### src/rtl/core/mfmid_pkg.sv
// Package for the MFM sector ID field generator.
// Holds the channel payload types, the command passed from front to back,
// register indexes, reset values and the CRC-16-CCITT byte update.
package mfmid_pkg;

    // Widths of the configuration write port.
    localparam int CFG_IDX_W  = 3;
    localparam int CFG_DATA_W = 13;

    // Default values of the top-level parameters.
    localparam int DEF_MAX_SECTORS     = 32;
    localparam int DEF_MAX_TRACK       = 85;
    localparam int DEF_INTERLEAVE_STEP = 6;

    // One request never yields more than this many ID fields.
    localparam int RESULT_LIMIT = 32;

    // Track length that enables interleaved numbering.
    localparam int INTERLEAVE_SECTORS = 11;

    // Sector sizes with their own size codes.
    localparam logic [12:0] BYTES_128  = 13'd128;
    localparam logic [12:0] BYTES_256  = 13'd256;
    localparam logic [12:0] BYTES_1024 = 13'd1024;

    localparam logic [1:0] SIZE_CODE_128  = 2'd0;
    localparam logic [1:0] SIZE_CODE_256  = 2'd1;
    localparam logic [1:0] SIZE_CODE_512  = 2'd2;
    localparam logic [1:0] SIZE_CODE_1024 = 2'd3;

    // Configuration register indexes.
    typedef enum logic [CFG_IDX_W-1:0] {
        REG_SIDE_COUNT       = 3'd0,
        REG_TRACKS_PER_SIDE  = 3'd1,
        REG_SECTORS_PER_TRK  = 3'd2,
        REG_FORMATTED_SECTS  = 3'd3,
        REG_BYTES_PER_SECTOR = 3'd4,
        REG_INTERLEAVE_EN    = 3'd5
    } cfg_reg_t;

    // Register values after reset.
    localparam logic [1:0]  RST_SIDE_COUNT       = 2'd2;
    localparam logic [7:0]  RST_TRACKS_PER_SIDE  = 8'd80;
    localparam logic [5:0]  RST_SECTORS_PER_TRK  = 6'd9;
    localparam logic [5:0]  RST_FORMATTED_SECTS  = 6'd9;
    localparam logic [12:0] RST_BYTES_PER_SECTOR = 13'd512;
    localparam logic        RST_INTERLEAVE_EN    = 1'b0;

    // Input item.
    typedef struct packed {
        logic       side;
        logic [7:0] track;
        logic       track_reformatted;
        logic       disk_present;
    } in_t;

    // Result item.
    typedef struct packed {
        logic        valid_res;
        logic [7:0]  id_track;
        logic        id_side;
        logic [5:0]  sector_number;
        logic [1:0]  size_code;
        logic [15:0] id_crc;
        logic        last;
    } out_t;

    // Classified request handed from the front to the back.
    typedef struct packed {
        logic        ok;
        logic        side;
        logic [7:0]  track;
        logic [5:0]  count;
        logic [1:0]  size_code;
        logic        interleave;
        logic [15:0] crc_base;
    } cmd_t;

    // CRC-16-CCITT, polynomial 0x1021, one byte MSB first.
    function automatic logic [15:0] crc_byte(input logic [15:0] crc_in,
                                             input logic [7:0] data);
        logic [15:0] c;
        int          i;
        c = crc_in ^ {data, 8'h00};
        for (i = 0; i < 8; i++) begin
            if (c[15]) begin
                c = {c[14:0], 1'b0} ^ 16'h1021;
            end else begin
                c = {c[14:0], 1'b0};
            end
        end
        return c;
    endfunction

    // CRC after the fixed A1 A1 A1 FE lead-in, worked out at elaboration.
    localparam logic [15:0] CRC_PREFIX =
        crc_byte(crc_byte(crc_byte(crc_byte(16'hFFFF, 8'hA1), 8'hA1), 8'hA1), 8'hFE);

endpackage

### src/rtl/core/mfmid_front.sv
// Front part of the MFM sector ID field generator: configuration registers,
// request acceptance, range checks and the track/side part of the CRC.
// Depends on mfmid_pkg.
module mfmid_front #(
    parameter int MAX_SECTORS = mfmid_pkg::DEF_MAX_SECTORS,
    parameter int MAX_TRACK   = mfmid_pkg::DEF_MAX_TRACK
) (
    input  logic                                 aclk,
    input  logic                                 aresetn,
    input  logic                                 s_valid,
    output logic                                 s_ready,
    input  mfmid_pkg::in_t                       s_data,
    input  logic                                 cfg_valid,
    output logic                                 cfg_ready,
    input  logic [mfmid_pkg::CFG_IDX_W-1:0]      cfg_index,
    input  logic [mfmid_pkg::CFG_DATA_W-1:0]     cfg_data,
    output logic                                 q_push,
    input  logic                                 q_ready,
    output mfmid_pkg::cmd_t                      q_cmd
);
    import mfmid_pkg::*;

    localparam int CNT_LIMIT = (MAX_SECTORS < RESULT_LIMIT) ? MAX_SECTORS : RESULT_LIMIT;

    typedef enum logic [2:0] {
        F_IDLE = 3'b001,
        F_CALC = 3'b010,
        F_PUSH = 3'b100
    } front_state_t;

    front_state_t state_reg, state_next;

    logic [1:0]  side_count_reg;
    logic [7:0]  tracks_per_side_reg;
    logic [5:0]  sectors_per_trk_reg;
    logic [5:0]  formatted_sects_reg;
    logic [12:0] bytes_per_sector_reg;
    logic        interleave_en_reg;

    in_t         req_reg;
    logic        ok_reg;
    logic [5:0]  count_reg;
    logic [15:0] crc_trk_reg;

    logic        fmt;
    logic [1:0]  side_lim;
    logic [8:0]  track_lim;
    logic [5:0]  cnt_raw;
    logic [5:0]  cnt_sat;
    logic        req_ok;
    logic [1:0]  size_code;

    // Configuration writes are always taken.
    assign cfg_ready = 1'b1;

    always_ff @(posedge aclk) begin
        if (!aresetn) begin
            side_count_reg       <= RST_SIDE_COUNT;
            tracks_per_side_reg  <= RST_TRACKS_PER_SIDE;
            sectors_per_trk_reg  <= RST_SECTORS_PER_TRK;
            formatted_sects_reg  <= RST_FORMATTED_SECTS;
            bytes_per_sector_reg <= RST_BYTES_PER_SECTOR;
            interleave_en_reg    <= RST_INTERLEAVE_EN;
        end else if (cfg_valid) begin
            case (cfg_index)
                REG_SIDE_COUNT:       side_count_reg       <= cfg_data[1:0];
                REG_TRACKS_PER_SIDE:  tracks_per_side_reg  <= cfg_data[7:0];
                REG_SECTORS_PER_TRK:  sectors_per_trk_reg  <= cfg_data[5:0];
                REG_FORMATTED_SECTS:  formatted_sects_reg  <= cfg_data[5:0];
                REG_BYTES_PER_SECTOR: bytes_per_sector_reg <= cfg_data;
                REG_INTERLEAVE_EN:    interleave_en_reg    <= cfg_data[0];
                default: ;
            endcase
        end
    end

    // Limits of the requested track: reformatted tracks up to MAX_TRACK use the format limits.
    always_comb begin
        fmt       = req_reg.track_reformatted && (req_reg.track <= 8'(MAX_TRACK));
        side_lim  = fmt ? 2'd2 : side_count_reg;
        track_lim = fmt ? 9'(MAX_TRACK + 1) : {1'b0, tracks_per_side_reg};
        cnt_raw   = fmt ? formatted_sects_reg : sectors_per_trk_reg;
        cnt_sat   = (cnt_raw > 6'(CNT_LIMIT)) ? 6'(CNT_LIMIT) : cnt_raw;
        req_ok    = req_reg.disk_present && ({1'b0, req_reg.side} < side_lim) &&
                    ({1'b0, req_reg.track} < track_lim) && (cnt_sat != 6'd0);
    end

    // Size code of the configured sector length.
    always_comb begin
        if (bytes_per_sector_reg == BYTES_128) begin
            size_code = SIZE_CODE_128;
        end else if (bytes_per_sector_reg == BYTES_256) begin
            size_code = SIZE_CODE_256;
        end else if (bytes_per_sector_reg == BYTES_1024) begin
            size_code = SIZE_CODE_1024;
        end else begin
            size_code = SIZE_CODE_512;
        end
    end

    // Sequencer: take a request, check it, then hand it to the queue.
    always_comb begin
        state_next = state_reg;
        case (state_reg)
            F_IDLE: if (s_valid) state_next = F_CALC;
            F_CALC: state_next = F_PUSH;
            F_PUSH: if (q_ready) state_next = F_IDLE;
            default: state_next = F_IDLE;
        endcase
    end

    always_ff @(posedge aclk) begin
        if (!aresetn) begin
            state_reg <= F_IDLE;
        end else begin
            state_reg <= state_next;
        end
    end

    // Request payload and the classification results.
    always_ff @(posedge aclk) begin
        if (state_reg == F_IDLE && s_valid) begin
            req_reg <= s_data;
        end
        if (state_reg == F_CALC) begin
            ok_reg      <= req_ok;
            count_reg   <= cnt_sat;
            crc_trk_reg <= crc_byte(CRC_PREFIX, req_reg.track);
        end
    end

    assign s_ready = (state_reg == F_IDLE);
    assign q_push  = (state_reg == F_PUSH);

    // The side byte finishes the per-request part of the CRC.
    always_comb begin
        q_cmd.ok         = ok_reg;
        q_cmd.side       = req_reg.side;
        q_cmd.track      = req_reg.track;
        q_cmd.count      = count_reg;
        q_cmd.size_code  = size_code;
        q_cmd.interleave = interleave_en_reg &&
                           (sectors_per_trk_reg == 6'(INTERLEAVE_SECTORS));
        q_cmd.crc_base   = crc_byte(crc_trk_reg, {7'd0, req_reg.side});
    end

    // A classified request never claims more fields than one request may give.
    a_count_limit: assert property (@(posedge aclk) disable iff (!aresetn)
        q_push |-> (q_cmd.count <= 6'(CNT_LIMIT)))
        else $error("front: sector count above limit");

    // A request is only accepted while nothing is pending in the front.
    a_accept_idle: assert property (@(posedge aclk) disable iff (!aresetn)
        (s_valid && s_ready) |=> (state_reg == F_CALC))
        else $error("front: accepted request not classified next");

    // A push to the queue always follows the classification state.
    a_push_order: assert property (@(posedge aclk) disable iff (!aresetn)
        $rose(q_push) |-> $past(state_reg == F_CALC))
        else $error("front: push without classification");

endmodule

### src/rtl/core/mfmid_cmdq.sv
// Two-entry command queue between the front and back of the MFM ID generator.
// Depends on mfmid_pkg.
module mfmid_cmdq (
    input  logic             aclk,
    input  logic             aresetn,
    input  logic             push_valid,
    output logic             push_ready,
    input  mfmid_pkg::cmd_t  push_cmd,
    output logic             pop_valid,
    input  logic             pop_ready,
    output mfmid_pkg::cmd_t  pop_cmd
);
    import mfmid_pkg::*;

    cmd_t       entry_reg [2];
    logic       wr_ptr_reg, wr_ptr_next;
    logic       rd_ptr_reg, rd_ptr_next;
    logic [1:0] fill_reg, fill_next;
    logic       do_push;
    logic       do_pop;

    assign push_ready = (fill_reg != 2'd2);
    assign pop_valid  = (fill_reg != 2'd0);
    assign do_push    = push_valid && push_ready;
    assign do_pop     = pop_valid && pop_ready;
    assign pop_cmd    = entry_reg[rd_ptr_reg];

    // Pointer and fill count update.
    always_comb begin
        wr_ptr_next = do_push ? ~wr_ptr_reg : wr_ptr_reg;
        rd_ptr_next = do_pop ? ~rd_ptr_reg : rd_ptr_reg;
        fill_next   = fill_reg + {1'b0, do_push} - {1'b0, do_pop};
    end

    always_ff @(posedge aclk) begin
        if (!aresetn) begin
            wr_ptr_reg <= 1'b0;
            rd_ptr_reg <= 1'b0;
            fill_reg   <= 2'd0;
        end else begin
            wr_ptr_reg <= wr_ptr_next;
            rd_ptr_reg <= rd_ptr_next;
            fill_reg   <= fill_next;
        end
    end

    // Entry storage.
    always_ff @(posedge aclk) begin
        if (do_push) begin
            entry_reg[wr_ptr_reg] <= push_cmd;
        end
    end

    // An empty or full queue always has equal read and write pointers.
    a_fill_ptr: assert property (@(posedge aclk) disable iff (!aresetn)
        (fill_reg == 2'd0 || fill_reg == 2'd2) |-> (wr_ptr_reg == rd_ptr_reg))
        else $error("cmdq: fill count disagrees with pointers");

    // The fill count never passes the depth.
    a_fill_max: assert property (@(posedge aclk) disable iff (!aresetn)
        fill_reg <= 2'd2)
        else $error("cmdq: overflow");

    // A pop with a push leaves the fill count alone.
    a_fill_hold: assert property (@(posedge aclk) disable iff (!aresetn)
        (do_push && do_pop) |=> $stable(fill_reg))
        else $error("cmdq: fill count moved on push with pop");

endmodule

### src/rtl/core/mfmid_back.sv
// Back part of the MFM sector ID field generator: walks the sectors of one
// classified request and finishes each field's CRC over two stages.
// Depends on mfmid_pkg.
module mfmid_back #(
    parameter int INTERLEAVE_STEP = mfmid_pkg::DEF_INTERLEAVE_STEP
) (
    input  logic             aclk,
    input  logic             aresetn,
    input  logic             q_valid,
    output logic             q_ready,
    input  mfmid_pkg::cmd_t  q_cmd,
    output logic             m_valid,
    input  logic             m_ready,
    output mfmid_pkg::out_t  m_data
);
    import mfmid_pkg::*;

    logic        active_reg, active_next;
    cmd_t        cmd_reg;
    logic [5:0]  n_reg, n_next;
    logic [3:0]  resid_reg, resid_next;

    logic        s1_valid_reg, s1_valid_next;
    out_t        s1_reg;
    logic [15:0] s1_crc_reg;

    logic        out_valid_reg, out_valid_next;
    out_t        out_reg;
    out_t        s1_done;

    logic        out_free;
    logic        s1_free;
    logic        gen;
    logic        gen_last;
    logic [5:0]  gen_num;
    logic [4:0]  resid_sum;

    assign out_free = !out_valid_reg || m_ready;
    assign s1_free  = !s1_valid_reg || out_free;
    assign gen      = active_reg && s1_free;
    assign q_ready  = !active_reg;

    // Sector number and end of the current request.
    always_comb begin
        gen_num   = cmd_reg.interleave ? (6'(resid_reg) + 6'd1) : (n_reg + 6'd1);
        gen_last  = !cmd_reg.ok || ((n_reg + 6'd1) == cmd_reg.count);
        resid_sum = 5'(resid_reg) + 5'(INTERLEAVE_STEP);
    end

    // Sector walk: n counts fields, resid is n times the step modulo eleven.
    always_comb begin
        active_next = active_reg;
        n_next      = n_reg;
        resid_next  = resid_reg;
        if (!active_reg) begin
            if (q_valid) begin
                active_next = 1'b1;
                n_next      = 6'd0;
                resid_next  = 4'd0;
            end
        end else if (gen) begin
            n_next = n_reg + 6'd1;
            if (resid_sum >= 5'(INTERLEAVE_SECTORS)) begin
                resid_next = 4'(resid_sum - 5'(INTERLEAVE_SECTORS));
            end else begin
                resid_next = resid_sum[3:0];
            end
            if (gen_last) begin
                active_next = 1'b0;
            end
        end
    end

    // Two result stages: the first adds the sector byte, the second the size byte.
    always_comb begin
        s1_valid_next  = s1_free ? gen : s1_valid_reg;
        out_valid_next = out_free ? s1_valid_reg : out_valid_reg;
    end

    // Finished field: the size byte closes the CRC of a real ID field.
    always_comb begin
        s1_done        = s1_reg;
        s1_done.id_crc = s1_reg.valid_res ?
                         crc_byte(s1_crc_reg, {6'd0, s1_reg.size_code}) : 16'd0;
    end

    always_ff @(posedge aclk) begin
        if (!aresetn) begin
            active_reg    <= 1'b0;
            n_reg         <= 6'd0;
            resid_reg     <= 4'd0;
            s1_valid_reg  <= 1'b0;
            out_valid_reg <= 1'b0;
        end else begin
            active_reg    <= active_next;
            n_reg         <= n_next;
            resid_reg     <= resid_next;
            s1_valid_reg  <= s1_valid_next;
            out_valid_reg <= out_valid_next;
        end
    end

    // Payload registers.
    always_ff @(posedge aclk) begin
        if (q_valid && q_ready) begin
            cmd_reg <= q_cmd;
        end
        if (gen) begin
            s1_reg.valid_res     <= cmd_reg.ok;
            s1_reg.id_track      <= cmd_reg.ok ? cmd_reg.track : 8'd0;
            s1_reg.id_side       <= cmd_reg.ok && cmd_reg.side;
            s1_reg.sector_number <= cmd_reg.ok ? gen_num : 6'd0;
            s1_reg.size_code     <= cmd_reg.ok ? cmd_reg.size_code : 2'd0;
            s1_reg.id_crc        <= 16'd0;
            s1_reg.last          <= gen_last;
            s1_crc_reg           <= crc_byte(cmd_reg.crc_base, {2'd0, gen_num});
        end
        if (out_free && s1_valid_reg) begin
            out_reg <= s1_done;
        end
    end

    assign m_valid = out_valid_reg;
    assign m_data  = out_reg;

    // An invalid result is always the only and final one of its request.
    a_invalid_last: assert property (@(posedge aclk) disable iff (!aresetn)
        (m_valid && !m_data.valid_res) |-> m_data.last)
        else $error("back: invalid result not marked last");

    // Real ID fields carry a one-based sector number.
    a_sector_nonzero: assert property (@(posedge aclk) disable iff (!aresetn)
        (m_valid && m_data.valid_res) |-> (m_data.sector_number != 6'd0))
        else $error("back: zero sector number");

    // The walk ends on the field marked last.
    a_last_ends: assert property (@(posedge aclk) disable iff (!aresetn)
        (gen && gen_last) |=> !active_reg)
        else $error("back: walk continues past last field");

endmodule

### src/rtl/core/mfm_sector_id_field_generator.sv
// Top level of the MFM sector ID field generator: front (checks, CRC lead-in),
// command queue and back (sector walk, CRC finish). Depends on mfmid_pkg.
//
//   channel   direction  handshake              payload
//   s_        in         s_valid / s_ready      s_data   (in_t: one request)
//   m_        out        m_valid / m_ready      m_data   (out_t: one ID field)
//   cfg_      in         cfg_valid / cfg_ready  cfg_index, cfg_data
//
// The front steps each request through accept, check and push (the CRC over the
// side byte is formed as it is pushed); the back then emits one ID field per
// cycle while m_ready is high, after a load step for each command, and the
// front overlaps with the previous track's fields.
// Results leave through a registered output, behind the first result stage.
// Reset is synchronous and needs no clearing pass; cfg_ready is always high.
module mfm_sector_id_field_generator #(
    parameter int MAX_SECTORS     = mfmid_pkg::DEF_MAX_SECTORS,
    parameter int MAX_TRACK       = mfmid_pkg::DEF_MAX_TRACK,
    parameter int INTERLEAVE_STEP = mfmid_pkg::DEF_INTERLEAVE_STEP
) (
    input  logic                              aclk,
    input  logic                              aresetn,
    input  logic                              s_valid,
    output logic                              s_ready,
    input  mfmid_pkg::in_t                    s_data,
    output logic                              m_valid,
    input  logic                              m_ready,
    output mfmid_pkg::out_t                   m_data,
    input  logic                              cfg_valid,
    output logic                              cfg_ready,
    input  logic [mfmid_pkg::CFG_IDX_W-1:0]   cfg_index,
    input  logic [mfmid_pkg::CFG_DATA_W-1:0]  cfg_data
);
    import mfmid_pkg::*;

    logic push_valid;
    logic push_ready;
    cmd_t push_cmd;
    logic pop_valid;
    logic pop_ready;
    cmd_t pop_cmd;

    // Request checks and per-request CRC part.
    mfmid_front #(
        .MAX_SECTORS (MAX_SECTORS),
        .MAX_TRACK   (MAX_TRACK)
    ) u_front (
        .aclk      (aclk),
        .aresetn   (aresetn),
        .s_valid   (s_valid),
        .s_ready   (s_ready),
        .s_data    (s_data),
        .cfg_valid (cfg_valid),
        .cfg_ready (cfg_ready),
        .cfg_index (cfg_index),
        .cfg_data  (cfg_data),
        .q_push    (push_valid),
        .q_ready   (push_ready),
        .q_cmd     (push_cmd)
    );

    // Decoupling queue.
    mfmid_cmdq u_cmdq (
        .aclk       (aclk),
        .aresetn    (aresetn),
        .push_valid (push_valid),
        .push_ready (push_ready),
        .push_cmd   (push_cmd),
        .pop_valid  (pop_valid),
        .pop_ready  (pop_ready),
        .pop_cmd    (pop_cmd)
    );

    // Sector walk and result output.
    mfmid_back #(
        .INTERLEAVE_STEP (INTERLEAVE_STEP)
    ) u_back (
        .aclk    (aclk),
        .aresetn (aresetn),
        .q_valid (pop_valid),
        .q_ready (pop_ready),
        .q_cmd   (pop_cmd),
        .m_valid (m_valid),
        .m_ready (m_ready),
        .m_data  (m_data)
    );

endmodule

### config.mk
export PLATFORM = sky130hd
export DESIGN_NAME = mfm_sector_id_field_generator
export DESIGN_NICKNAME = d
export VERILOG_FILES = /design/src/rtl/core/mfmid_pkg.sv /design/src/rtl/core/mfmid_front.sv /design/src/rtl/core/mfmid_cmdq.sv /design/src/rtl/core/mfmid_back.sv /design/src/rtl/core/mfm_sector_id_field_generator.sv
export SDC_FILE = /design/constraint.sdc
export NUM_CORES = 1
export LEC_CHECK = 0
export BUFFER_PORTS_ARGS = -buffer_cell sky130_fd_sc_hd__buf_2
export CORE_MARGIN = 8
export CORE_UTILIZATION = 55
export DETAILED_ROUTE_END_ITERATION = 12
export PLACE_DENSITY_LB_ADDON = 0.15
export SKIP_LAST_GASP = 1
export SYNTH_ARGS = -nofsm -noshare
export SYNTH_HDL_FRONTEND = slang
export SYNTH_SLANG_ARGS = --single-unit
### constraint.sdc
create_clock -name aclk -period 4.3 [get_ports aclk]
set_input_delay 0.645 -clock aclk [delete_from_list [all_inputs] [get_ports aclk]]
set_output_delay 0.645 -clock aclk [all_outputs]
set_load 0.02 [all_outputs]
==> impl_results.md <==
* Post-synth top area cell: edfxtp_1
* Row count at 50
* Final period utilization at 0.659
* Worst path max stage delay at 0.54 ns
* Final Util at 0.636
* CTS Buffer Depth at 3
* Via-per-instance ratio at 5.29
* Final hold viol count at 0
* Yosys top cell area share at 0.589
* Layout Skew at 0.0255 ns
* Number of flops mapped to enable cells by yosys at 205
* Critical path required time at 4.65 ns
* Crit path arrival time at roughly 3.2 ns
* Worst-path maximum fanout at 16
* Post-Layout Inst Area at 11900 um2
* Kind of critical path: flop to flop
* Post-synth ARST share at 0
* Max Freq at ~350 MHz
* Syn Area/Cell at 14.5 um2
* Num Clock Sinks at 261
* Global-route wire length before repair at 29200 um
* Gate count of the mapped netlist at 723
* Fin Setup TNS at 0 ns
* Synth warn at 0
* Initial Utilization at 0.559
* Drt pass-1 iters at 5
* Most used DFF post-synth: edfxtp_1
* Pin count of the biggest net entering global routing at 37
* Maximum vdd drop at 359 uV
* CTS tree: built
* CTS Buf Count at 27
* Area Overhead vs Synth at 13.8%
* DIE AREA at 23700 um2
* Post-DP HPWL at 12100 um
* WL final at 17700 um
* RSZ-0062 raised after global routing: no
* R2R depth at 10
* Count leader, synth: edfxtp_1
* Power per Cell Area at around 600 nW/um2
* Worst skew pair latency at 0.54 ns
* Final-report setup violation count at 0
* Layout cell share with drive strength beyond 1 at 0.189
* Distinct cells, synth at 55
* P_leak at 4.23 nW
* First DRT Iteration DRCs at 348
* Endpoint type of the worst setup path: flop
* DRC at 0
* Status: finished clean
* Min Clock Period, post-route at roughly 2.8 ns
* CTS Root Buffer Type: clkbuf_16
* Worst hold path type: input pin to flop
* R2r setup slk at 1.47 ns
* Critical-path top delay cell: a211o_1
* Placer Congestion at 0.825
* Sequential standard cell area at approximately 7300 um2
* MaxCap Viol Count at 0
* Hold_buf cts at 0
* Top cells by area, synth: edfxtp_1, dfxtp_1, xnor2_1
* Finished Layout Cells at between 1000 and 1500
* Ant diodes at 0
* Die span in y at 154 um
* Placed cell area at 11100 um2
* Top cells by count, synth: edfxtp_1, nand2_1, dfxtp_1
* Vias after detailed routing at 5632
* Register area share after synthesis at 0.696
* Worst-Margin Slew at 0.764 ns
* DIE WIDTH at ~150 um
* # fillers at 1370
* Max reg flops at 70
* Initial antenna violation count at 0
* IO Port Bufs at 68
* GRT Total Usage at 0.151
* Syn nets at 770
* CP bufs+invs at 0
* Postcts setup bufs at 0
* FF+latch count, synth at 261
* Grt ovf at 0
* Max-slew violations at 0
* Core Region at around 19000 um2
* Worst setup SP type: flop
* Worst hold stages at 1
* Wire length per cell after detailed routing at 16.6 um
* Crit-path cells: a21oi_1, o21ai_0, a211o_1, nor2b_1, ha_1, nand4_1, nor2_1, a211oi_1, mux2i_1, nor4b_1
* Delay-heaviest family, CP: compound AO/OA/AOI/OAI gates
* Synthesized area at 10500 um2
* Resized cells post-CTS at 0
* Clock H-tree levels at 1
* Slew headroom at 0.487
* Total Nets Final at 856
* Hold WS at around 0.28 ns
* Critical Path Stages at 10
* Multi-input logic area at 3030 um2
* Dpl cells at 1014
* Post-route ant nets at 0
* Vias in the first global route at 5962
* Worst-path clk slew at approximately 0.06 ns
* Num ports at 70
==> worst register-to-register path: cells and delay by family (launching register included) <==
family                   cells  cell delay [ns]
AO/OA/AOI/OAI                4             1.05
AND/OR/NAND/NOR              4             0.71
flip-flops                   1             0.48
adder cells (fa/ha/maj)      1             0.29
multiplexers                 1             0.11
==> area by class of cell <==
cell class / count / share of cell area
sequential: 261 / 0.611
multi-input combinational: 420 / 0.254
clock buffer: 40 / 0.0634
timing repair buffer: 77 / 0.0343
tap: 234 / 0.0246
inverter: 22 / 0.00694
clock inverter: 10 / 0.00536
==> where the power goes <==
| part | internal, mW | switching, mW |
|---|---|---|
| Sequential | 3.33 | 0.241 |
| Combinational | 0.631 | 0.824 |
| Clock | 1.22 | 0.902 |
| Total | 5.18 | 1.97 |
==> path summary, 6_finish.rpt <==
| check | end | start |
|---|---|---|
| max reg2reg | u_front.ok_reg | u_front.q_cmd[27] |
| min reg2reg | u_back.m_data[29] | u_back.s1_done[29] |
| max | u_front.ok_reg | u_front.q_cmd[27] |
| min | u_front.q_cmd[25] | s_data[2] |
==> layout by cell type (no fill, tap or decap), drive strengths merged, types with 3 or more instances in the layout <==
master  synthesis  final
buf             6     77
nand2          59     59
nor2b          13     13
nor3            7      7
ha             15     15
mux2i          25     25
a21oi          32     32
nand3b          5      5
and2           34     34
clkbuf         14     40
xor2           31     31
mux2           36     36
o21ai          11     11
a211oi          5      5
nand3          13     13
edfxtp        205    205
nor3b           5      5
nor2           36     36
a22oi           3      3
or3             4      4
dfxtp          56     56
xnor2          49     49
and3            3      3
inv            21     23
nand2b          6      6
clkinv          1      9
==> metrics by stage <==
step | setup WS, ns | power [mW]
floorplan | 0.552 | 4.70
detailed placement | 1.50 | 5.10
finish | 1.47 | 7.15
CTS | 1.49 | 7.24
global placement | 1.67 | 5.04
global route | 1.23 | 7.52
==> layer usage <==
| layer | global-route usage | wire, um | vias to the layer above |
|---|---|---|---|
| met5 | 0 | 0 | - |
| met4 | 0.0555 | 491 | 0 |
| met3 | 0.0286 | 846 | 37 |
| met2 | 0.278 | 9060 | 151 |
| met1 | 0.172 | 7260 | 2679 |
| li1 | - | - | 2765 |
==> kinds of logic (layout without fill, tap and decap cells) <==
group / after synthesis / count (layout) / synth area share
compound gates: 66 / 66 / 0.0392
xor+xnor: 82 / 82 / 0.0721
fa+ha+maj: 15 / 15 / 0.0179
buf+inv: 42 / 149 / 0.0160
flops: 261 / 261 / 0.696
mux: 61 / 61 / 0.0639
other cells: 1 / 1 / 0.000359
simple gates: 195 / 195 / 0.0945
(Power assumes the default switching activity.)
